`src/rtl/lsq_pkg.sv`:
```
// ----------------------------------------------------------------------------
// lsq_pkg
// Shared types, widths and helpers for the largest-square-of-ones block.
// ----------------------------------------------------------------------------
package lsq_pkg;

    localparam int SIDE_W     = 11;
    localparam int AREA_W     = 21;
    localparam int ROW_LEN_W  = 11;
    localparam int MAX_COLS   = 1024;
    localparam int APB_DATA_W = 32;
    localparam int APB_ADDR_W = 3;
    localparam int Q_DEPTH    = 2;

    localparam logic [ROW_LEN_W-1:0] ROW_LEN_RESET = ROW_LEN_W'(1024);

    // register index decoded from paddr[APB_ADDR_W-1:2]
    localparam logic REG_ROW_LENGTH = 1'b0;

    typedef logic [SIDE_W-1:0] t_side;

    localparam t_side SIDE_MAX = '1;

    typedef struct packed {
        logic pixel;
        logic last_pixel;
    } t_in;

    typedef struct packed {
        logic [SIDE_W-1:0] max_side;
        logic [AREA_W-1:0] max_area;
    } t_out;

    // classification carried from the front to the back
    typedef struct packed {
        logic pixel;
        logic last_pixel;
        logic first_row;
        logic col_zero;
    } t_cls;

    function automatic t_side min3(input t_side a, input t_side b, input t_side c);
        t_side m;
        m = (a < b) ? a : b;
        return (m < c) ? m : c;
    endfunction

endpackage

```
`src/rtl/lsq_queue.sv`:
```
// ----------------------------------------------------------------------------
// lsq_queue
// Short register queue decoupling the front from the back.
// ----------------------------------------------------------------------------
module lsq_queue #(
    parameter int WIDTH = 8
) (
    input  logic             i_clk,
    input  logic             i_rst_n,
    input  logic             i_push,
    input  logic [WIDTH-1:0] i_data,
    input  logic             i_pop,
    output logic             o_valid,
    output logic             o_full,
    output logic [WIDTH-1:0] o_data
);

    localparam int PTR_W = (lsq_pkg::Q_DEPTH > 1) ? $clog2(lsq_pkg::Q_DEPTH) : 1;
    localparam int CNT_W = $clog2(lsq_pkg::Q_DEPTH + 1);

    logic [WIDTH-1:0] r_mem [lsq_pkg::Q_DEPTH];
    logic [PTR_W-1:0] r_wptr;
    logic [PTR_W-1:0] r_rptr;
    logic [CNT_W-1:0] r_count;
    logic [CNT_W-1:0] n_count;

    assign o_valid = (r_count != '0);
    assign o_full  = (r_count == CNT_W'(lsq_pkg::Q_DEPTH));
    assign o_data  = r_mem[r_rptr];

    always_comb begin
        n_count = r_count;
        if (i_push && !i_pop) begin
            n_count = r_count + CNT_W'(1);
        end else if (!i_push && i_pop) begin
            n_count = r_count - CNT_W'(1);
        end
    end

    always_ff @(posedge i_clk) begin
        if (!i_rst_n) begin
            r_wptr  <= '0;
            r_rptr  <= '0;
            r_count <= '0;
        end else begin
            r_count <= n_count;
            if (i_push) begin
                r_wptr <= (r_wptr == PTR_W'(lsq_pkg::Q_DEPTH - 1)) ? '0 : r_wptr + PTR_W'(1);
            end
            if (i_pop) begin
                r_rptr <= (r_rptr == PTR_W'(lsq_pkg::Q_DEPTH - 1)) ? '0 : r_rptr + PTR_W'(1);
            end
        end
    end

    always_ff @(posedge i_clk) begin
        if (i_push) begin
            r_mem[r_wptr] <= i_data;
        end
    end

endmodule

```
`config.mk`:
```
export PLATFORM = sky130hd
export DESIGN_NAME = lsq_queue
export DESIGN_NICKNAME = d
export VERILOG_FILES = /design/src/rtl/lsq_pkg.sv /design/src/rtl/lsq_queue.sv
export SDC_FILE = /design/constraint.sdc
export NUM_CORES = 1
export LEC_CHECK = 0
export ABC_AREA = 0
export BUFFER_PORTS_ARGS = -buffer_cell sky130_fd_sc_hd__buf_2
export CORE_MARGIN = 2
export CORE_UTILIZATION = 48
export CTS_CLUSTER_DIAMETER = 80
export DETAILED_ROUTE_END_ITERATION = 16
export HOLD_SLACK_MARGIN = 0.12
export PLACE_DENSITY = 0.78
export SYNTH_ARGS = -nofsm -noshare
export SYNTH_HDL_FRONTEND = slang
export SYNTH_SLANG_ARGS = --single-unit
```
`constraint.sdc`:
```
create_clock -name i_clk -period 1.8 [get_ports i_clk]
set_clock_uncertainty 0.15 [all_clocks]
set_input_delay 0.18 -clock i_clk [delete_from_list [all_inputs] [get_ports i_clk]]
set_output_delay 0.18 -clock i_clk [all_outputs]
set_load 0.05 [all_outputs]
```
==> results.py <==
metrics = {
    "power": {
        "power.density_nw_per_um2": 962,
        "p_leak_nw": 0.434,
        "vdd_drop_max_mv": 0.825,
        "power.total_mw": 1.02,
    },
    "floorplanning": {
        "start_util": 0.523,
        "core.rowCount": 14,
        "dieArea_um2": 2000,
        "core_um2": 1520,
        "dieHeight_um": 44.8,
        "die_w_um": 44.8,
        "pin_count": 22,
    },
    "setup_path": {
        "crit_path_cell_trace": "mux2_2 > buf_2",
        "arrival_ns": 1.31,
        "cpMaxStageDelayCell": "dfxtp_2",
        "slowest_delay_ns": 0.44,
        "crit_path_end_kind": "output port",
        "cp.required_ns": 1.47,
        "startpoint_type": "flop",
        "rrSetupSlack_ns": 0.23,
        "worstPathMaxFanout": 8,
        "rr_startpoint": "r_wptr",
        "critPathKind": "flop to output port",
    },
    "clock_network": {
        "cts_buffers": 3,
        "clk_latency_ns": 0.30,
        "cts_tree": "built",
        "cts_buffer_depth": 2,
        "cts.sink_count": 21,
        "cts_root_buffer": "clkbuf_4",
        "cts_setup_buffers": 0,
        "clkTransAtPathRegs_ns": 0.11,
        "htreeDepth": 1,
    },
    "global_routing": {
        "grt_pass1_wl_mm": 1.97,
        "gr-total-overflow": 0,
        "grt_start_max_net_pins": 12,
        "grt_pass1_vias": 460,
        "grt_usage": 0.156,
        "grt_antenna_before_repair": 0,
    },
    "logic_synthesis": {
        "synth_top_area_frac": 0.603,
        "syn_area_per_cell_um2": 17.0,
        "synth-edff-count": 16,
        "postSynth.asyncResetShare": 0,
        "syn_area_um2": 797,
        "synth.distinct_cells": 16,
        "syn_inst": 47,
        "yosysWarnings": 0,
        "syn_nets": 60,
        "synth_area_leaders": "edfxtp_1, dfxtp_1, mux2_2, and2_1, xor2_1",
        "synth-seq-cells": 21,
        "seq_area_frac_synth": 0.728,
        "yosysMostFrequentCell": "edfxtp_1",
        "synth.top_cells.by_count": "edfxtp_1, mux2_2, dfxtp_1, and2_1",
        "synth_flop_cell": "edfxtp_1",
        "yosysTopAreaCell": "edfxtp_1",
    },
    "layout": {
        "syn_to_final_growth_pct": 33.3,
        "nNetsFinal": 97,
        "finish.utilization": 0.697,
        "final_cells": 99,
        "n_antenna_cell": 0,
        "drive_above_1_share": 0.434,
    },
    "timing": {
        "max_freq_mhz": 611,
        "final_max_slew_viol_count": 0,
        "finalSetupTns_ns": 0,
        "rsz0062_at_grt": "no",
        "setup_viol": 0,
        "fin_crit_ns": 1.64,
        "max-slew-margin-rel": 0.738,
        "final_hold_viol_count": 0,
        "worst_pin_slew_ns": 0.393,
        "fin_hold_ws_ns": 0.218,
        "post-route-period-util": 0.910,
    },
    "placement": {
        "placedCellCount": 84,
        "routabilityCongestion": 0.645,
        "dp_hpwl_um": 856,
        "portBuffers": 21,
    },
    "route": {
        "ant_nets": 0,
        "drcViolationCount": 0,
        "drt_iter0_drc": 1,
        "first_pass_iters": 3,
        "vias": 476,
        "wire_per_inst_um": 13.0,
        "drt_wl_total_mm": 1.28,
        "viasPerCell": 4.81,
    },
    "worst_hold_path": {
        "hold_path_startpoint": "i_push",
        "hold_path.class": "input pin to flop",
    },
    "status": {
        "status": "finished, final reports clean",
    },
    "flow_run": {
        "cap_viol_max_count": 0,
    },
}
what timing repair did:
item	in CTS	in global routing
endpoints found under the setup margin	0	8
resized for setup	0	1
endpoints found under the hold margin	21	0
hold buffers	11	0
cells by family after synthesis:
logic type,Yosys count,synth area share
AOI/OAI and AO/OA,3,0.0251
xor gates and xnor gates,3,0.0330
adders and majority gates,1,0.0157
buffers and inverters,2,0.0110
DFF,21,0.728
muxes,8,0.113
and+or+nand+nor,9,0.0738
where the power goes:
part           switching (mW)  internal (mW)
combinational           0.141         0.0871
clock                   0.132         0.0865
sequential             0.0193          0.555
state kept, by name (all words and copies together) (netlist names), named ones only:
name	flops
r_count	2
r_mem	16
r_rptr	1
r_wptr	1
worst max-delay path, delay by kind of cell, from the launching register on:
kind / cells / cell delay, ns
DFF: 1 / 0.44
muxes: 1 / 0.35
buffers and inverters: 1 / 0.21
routing by layer:
| metal | global-route usage | vias to the layer above | wire length [um] |
|---|---|---|---|
| li1 | - | 241 | - |
| met1 | 0.149 | 218 | 513 |
| met2 | 0.264 | 13 | 652 |
| met3 | 0.0360 | 4 | 64 |
| met4 | 0.164 | 0 | 54 |
| met5 | 0 | - | 0 |
cell type report:
class / count / area, um2
Sequential cell: 21 / 582
Fill cell: 112 / 462
Timing Repair Buffer: 33 / 223
Multi-Input combinational cell: 24 / 208
Clock buffer: 4 / 26.3
Tap cell: 16 / 20.0
Inverter: 1 / 3.75
final timing paths:
path                      end  cells after the start
setup / recovery    o_data[6]                      2
setup reg to reg       r_wptr                      3
hold / removal    r_mem[0][1]                      2
hold reg to reg    r_count[1]                      2
layout by cell type (no fill, tap or decap), drive strengths merged, types with 2 or more instances in the layout:
cell          n
buf          22
edfxtp       16
dlygate4sd3  11
mux2          8
dfxtp         5
and2          4
clkbuf        4
xor2          2
nor2b         2
per-stage QoR:
step                setup WS, ns  area, um2
floorplan                  0.546        797
global placement           0.376        925
detailed placement         0.372        925
CTS                       0.0150       1060
global route              0.0998       1060
finish                     0.162       1060
Power figures use the tool's default switching activity.
