===== src/rtl/lsq_pkg.sv =====
// ----------------------------------------------------------------------------
// lsq_pkg
// Shared types, widths and helpers for the largest-square-of-ones block.
// ----------------------------------------------------------------------------
package lsq_pkg;

    localparam int SIDE_W     = 11;
    localparam int AREA_W     = 21;
    localparam int ROW_LEN_W  = 11;
    localparam int MAX_COLS   = 1024;
    localparam int APB_DATA_W = 32;
    localparam int APB_ADDR_W = 3;
    localparam int Q_DEPTH    = 2;

    localparam logic [ROW_LEN_W-1:0] ROW_LEN_RESET = ROW_LEN_W'(1024);

    // register index decoded from paddr[APB_ADDR_W-1:2]
    localparam logic REG_ROW_LENGTH = 1'b0;

    typedef logic [SIDE_W-1:0] t_side;

    localparam t_side SIDE_MAX = '1;

    typedef struct packed {
        logic pixel;
        logic last_pixel;
    } t_in;

    typedef struct packed {
        logic [SIDE_W-1:0] max_side;
        logic [AREA_W-1:0] max_area;
    } t_out;

    // classification carried from the front to the back
    typedef struct packed {
        logic pixel;
        logic last_pixel;
        logic first_row;
        logic col_zero;
    } t_cls;

    function automatic t_side min3(input t_side a, input t_side b, input t_side c);
        t_side m;
        m = (a < b) ? a : b;
        return (m < c) ? m : c;
    endfunction

endpackage


===== src/rtl/lsq_front.sv =====
// ----------------------------------------------------------------------------
// lsq_front
// Accept pixels, track column and first-row position, classify each pixel.
// ----------------------------------------------------------------------------
module lsq_front #(
    parameter int MAX_COLS = lsq_pkg::MAX_COLS
) (
    input  logic                            i_clk,
    input  logic                            i_rst_n,
    input  logic [lsq_pkg::ROW_LEN_W-1:0]   i_row_length,
    input  logic                            i_in_valid,
    output logic                            o_in_stall,
    input  lsq_pkg::t_in                    i_in_item,
    input  logic                            i_q_full,
    output logic                            o_push,
    output lsq_pkg::t_cls                   o_cls,
    output logic [$clog2(MAX_COLS)-1:0]     o_col
);

    localparam int COL_W  = $clog2(MAX_COLS);
    localparam int LIM_W  = $clog2(MAX_COLS + 1);
    localparam int LEN_W  = (LIM_W > lsq_pkg::ROW_LEN_W) ? LIM_W : lsq_pkg::ROW_LEN_W;

    logic [COL_W-1:0] r_col;
    logic [COL_W-1:0] n_col;
    logic             r_first;
    logic             n_first;

    logic [LEN_W-1:0] len_raw;
    logic [LEN_W-1:0] len;
    logic             wrap_now;
    logic [COL_W-1:0] col_use;
    logic             first_use;
    logic [LEN_W-1:0] col_inc;
    logic             wrap_after;
    logic             accept;

    assign len_raw = LEN_W'(i_row_length);

    always_comb begin
        if (len_raw == '0) begin
            len = LEN_W'(1);
        end else if (len_raw > LEN_W'(MAX_COLS)) begin
            len = LEN_W'(MAX_COLS);
        end else begin
            len = len_raw;
        end
    end

    assign wrap_now   = LEN_W'(r_col) >= len;
    assign col_use    = wrap_now ? '0 : r_col;
    assign first_use  = wrap_now ? 1'b0 : r_first;
    assign col_inc    = LEN_W'(col_use) + LEN_W'(1);
    assign wrap_after = col_inc >= len;

    assign o_in_stall = i_q_full;
    assign accept     = i_in_valid && !i_q_full;
    assign o_push     = accept;
    assign o_col      = col_use;

    assign o_cls.pixel      = i_in_item.pixel;
    assign o_cls.last_pixel = i_in_item.last_pixel;
    assign o_cls.first_row  = first_use;
    assign o_cls.col_zero   = (col_use == '0);

    always_comb begin
        n_col   = r_col;
        n_first = r_first;
        if (accept) begin
            if (i_in_item.last_pixel) begin
                n_col   = '0;
                n_first = 1'b1;
            end else if (wrap_after) begin
                n_col   = '0;
                n_first = 1'b0;
            end else begin
                n_col   = col_inc[COL_W-1:0];
                n_first = first_use;
            end
        end
    end

    always_ff @(posedge i_clk) begin
        if (!i_rst_n) begin
            r_col   <= '0;
            r_first <= 1'b1;
        end else begin
            r_col   <= n_col;
            r_first <= n_first;
        end
    end

endmodule


===== config.mk =====
export PLATFORM = sky130hd
export DESIGN_NAME = lsq_front
export DESIGN_NICKNAME = d
export VERILOG_FILES = /design/src/rtl/lsq_pkg.sv /design/src/rtl/lsq_front.sv
export SDC_FILE = /design/constraint.sdc
export NUM_CORES = 1
export LEC_CHECK = 0
export BUFFER_PORTS_ARGS = -buffer_cell sky130_fd_sc_hd__clkbuf_2
export CAP_MARGIN = 20
export CELL_PAD_IN_SITES_DETAIL_PLACEMENT = 1
export CELL_PAD_IN_SITES_GLOBAL_PLACEMENT = 1
export CORE_MARGIN = 1
export CORE_UTILIZATION = 38
export DETAILED_ROUTE_END_ITERATION = 10
export PLACE_DENSITY = 0.8
export SLEW_MARGIN = 20
export SYNTH_ARGS = -nofsm -noshare
export SYNTH_HDL_FRONTEND = slang
export SYNTH_SLANG_ARGS = --single-unit

===== constraint.sdc =====
create_clock -name i_clk -period 5.2 [get_ports i_clk]
set_input_delay 0.26 -clock i_clk [delete_from_list [all_inputs] [get_ports i_clk]]
set_output_delay 0.26 -clock i_clk [all_outputs]
set_load 0.01 [all_outputs]

==> qor.yml <==
finish:
  final_cell_area_um2: 1558
  n_antenna_cell: 0
  fill_cells: 432
  mostFrequentLayoutCells: "clkbuf_2 (30), nand2_1 (25), ha_1 (23)"
  drive_above_1_share: 0.1951
  regArea_um2: 220.2
  instances_no_fill: 251
  area_delta_synth_final_pct: 14.32
  nets: 246
  multiInputGateArea_um2: 1035
  final_common_cell: "clkbuf_2"
clocking:
  cts-resized-gates: 0
  clockBufferDepth: 2
  clock-sinks: 11
  clkLatencyLatePin_ns: 0.27
  clk_pin_slew_ns: 0.07
  root_buffer: "clkbuf_4"
  cts_buffers: 3
  ctsHtreeMaxLevel: 1
  cts_tree: "yes"
placement:
  place.gp.congestion: 0.8662
  dp_hpwl_mm: 3.398
  numPlacedInstances: 246
  dpl_worst_slack_ns: 0.1697
  place_area_um2: 1511
  port_buffers: 30
worst_setup_path:
  r2r-end: "r_col[4]"
  start_kind: "input pin"
  rrSetupSlack_ns: 0.60
  r2r_cells: 20
  crit_type: "input pin to register"
  cp.required_ns: 5.35
  crit_arrival_ns: 4.90
  worstPathMaxFanout: 12
  r2r-start: "r_col[8]"
  crit_path_end_kind: "register"
synthesis:
  synthFlopType: "dfxtp_1"
  synth.avg_cell_area_um2: 7.570
  synth_edf_count: 0
  synthAdderAreaFrac: 0.2112
  synth_compound_area_frac: 0.2415
  yosys_warnings: 0
  syn_area_um2: 1363
  synthCells: 180
  synthArstFlopShare: 0
  synth_seq_cells: 11
  synth_mux_area_frac: 0
  synth_top_family_by_area: "simple AND/OR/NAND/NOR gates"
  synth-simple-area-share: 0.2810
  synth_cell_types: 38
  ys_seq_area_frac: 0.1616
  synth_xor_area_frac: 0.02571
  syn_nets: 220
sta:
  slew_headroom: 0.6511
  slew_violations: 0
  max_freq_mhz: 210.6
  period_share: 0.9130
  setup_viol: 0
  timing.final.ws_setup_ns: 0.4524
  min_period_ns: 4.748
  worst_pin_slew_ns: 0.5201
  finClkSkew_ns: 0.001624
  hold_viol: 0
pwr:
  p_per_area_nw_per_um2: 124.2
  leakagePower_uw: 0.0007384
  ir_worst_vdd_uv: 118.2
global_routing:
  grt_pass1_wl_mm: 6.803
  first_global_vias: 1431
  top_usage_layer: "met2"
  met3_usage: 0.04969
  grt_usage: 0.2422
  gr-usage-met1: 0.2841
  grt_use_met2: 0.4608
  gr-total-overflow: 0
  grt_max_degree: 19
  antenna_found_initial: 0
route:
  routed_wirelength_mm: 4.216
  post_drt_wl_per_cell_um: 16.80
  vias: 1436
  dr.first_iter.drc_count: 84
  via_per_inst: 5.721
  drc: 0
  ant_nets: 0
  dr.pass1.iters: 4
worst_hold_path:
  hold_class: "input pin to register"
  min_from: "i_in_item[0]"
  hold_path_depth: 3
  min_to: "r_first"
run_status:
  status: "complete, no violations"
run:
  maxCapViolCount: 0
floorplanning:
  die_area_um2: 3829
  die_height_um: 61.88
  rows: 21
  die_w_um: 61.88
  coreArea_um2: 3390
  start_util: 0.4020
  ioPinCount: 33
[critical path, cell delays in order]
cell and delay, ns:
clkbuf_2 0.09, nor4_1 0.36, a31oi_1 0.15, nor2_1 0.18
ha_1 0.25, nand2b_1 0.14, a31oi_1 0.18, o32ai_1 0.15
nor2_1 0.20, nand2_1 0.11, inv_1 0.12, ha_1 0.24
nand3_1 0.18, nor2_1 0.16, and3_1 0.26, xnor2_1 0.15
nor2_1 0.06, ha_1 0.38, nand4_1 0.14, a211oi_1 0.45
o32ai_4 0.17, buf_12 0.17, a41oi_1 0.22, o22ai_1 0.12
[power by group]
part	total [uW]	internal (uW)	switching [uW]
registers	85.5	84.7	0.786
clock network	60.1	29.7	30.4
logic	47.8	19.3	28.4
[synthesized netlist by cell type (3+ instances only)]
| cell type | n | share of area |
|---|---|---|
| a21oi_1 | 9 | 0.033 |
| nand3_1 | 6 | 0.022 |
| ha_1 | 23 | 0.21 |
| dfxtp_1 | 11 | 0.16 |
| clkbuf_1 | 4 | 0.011 |
| o21a_1 | 4 | 0.022 |
| o22ai_1 | 3 | 0.014 |
| buf_4 | 4 | 0.022 |
| inv_1 | 9 | 0.025 |
| nor3_1 | 4 | 0.015 |
| nand4_1 | 5 | 0.023 |
| nor2_1 | 14 | 0.039 |
| a21boi_1 | 4 | 0.022 |
| nand2_1 | 25 | 0.069 |
| a31oi_1 | 4 | 0.018 |
| nand2b_1 | 5 | 0.023 |
| a21o_1 | 3 | 0.017 |
| nor4_1 | 4 | 0.018 |
| and2_1 | 8 | 0.037 |
| a41oi_1 | 3 | 0.019 |
[layer usage]
metal,vias up,part of all wire,wire length (um)
met5,-,0,0
met2,25,0.53,2248
met1,708,0.44,1836
met4,0,0.0019,8
li1,701,-,-
met3,2,0.029,123
[cell families (layout without fill, tap and decap cells)]
kind of cell | count (synthesis) | in the layout
DFF | 11 | 11
AOI/OAI and AO/OA | 42 | 42
adders and majority gates | 23 | 23
xor gates and xnor gates | 4 | 4
buffers and inverters | 22 | 47
and+or+nand+nor | 78 | 78
[timing repair]
action	CTS	global route
setup endpoints to repair	0	8
buffers inserted	0	1
hold buffers	0	0
[state kept, by name (all words and copies together), names as in the netlist]
register,count
r_first,1
r_col,10
[stage by stage]
stage	setup TNS, ns	util	hold slack [ns]	power (uW)
floorplan	0	-	0.3489	118.8
global placement	0	0.4459	0.4854	131.2
detailed placement	0	0.4459	0.4975	133.6
CTS	0	0.4537	0.2641	192.4
global route	-0.05266	0.4596	0.2712	203.4
finish	0	0.4596	0.2663	193.4
[cell type report]
class,instances,share of cell area
Clock buffer,4,0.01687
Inverter,11,0.02651
Multi-Input combinational cell,147,0.6643
Sequential cell,11,0.1414
Tap cell,46,0.03695
Timing Repair Buffer,32,0.1141
[worst max path at each step]
stage          depth (start not counted)  slack, ns       startpoint  endpoint
6_report                              24       0.45  i_row_length[6]  r_col[4]
5_1_grt                               24      -0.05  i_row_length[6]  r_col[4]
4_1_cts                               23       0.42  i_row_length[6]  r_col[4]
3_5_place_dp                          23       0.17  i_row_length[6]  r_col[4]
3_3_place_gp                          22       0.41  i_row_length[6]  r_col[8]
2_1_floorplan                         25       0.63  i_row_length[6]  r_col[8]
Note: power is estimated with default switching activity, not from simulation.
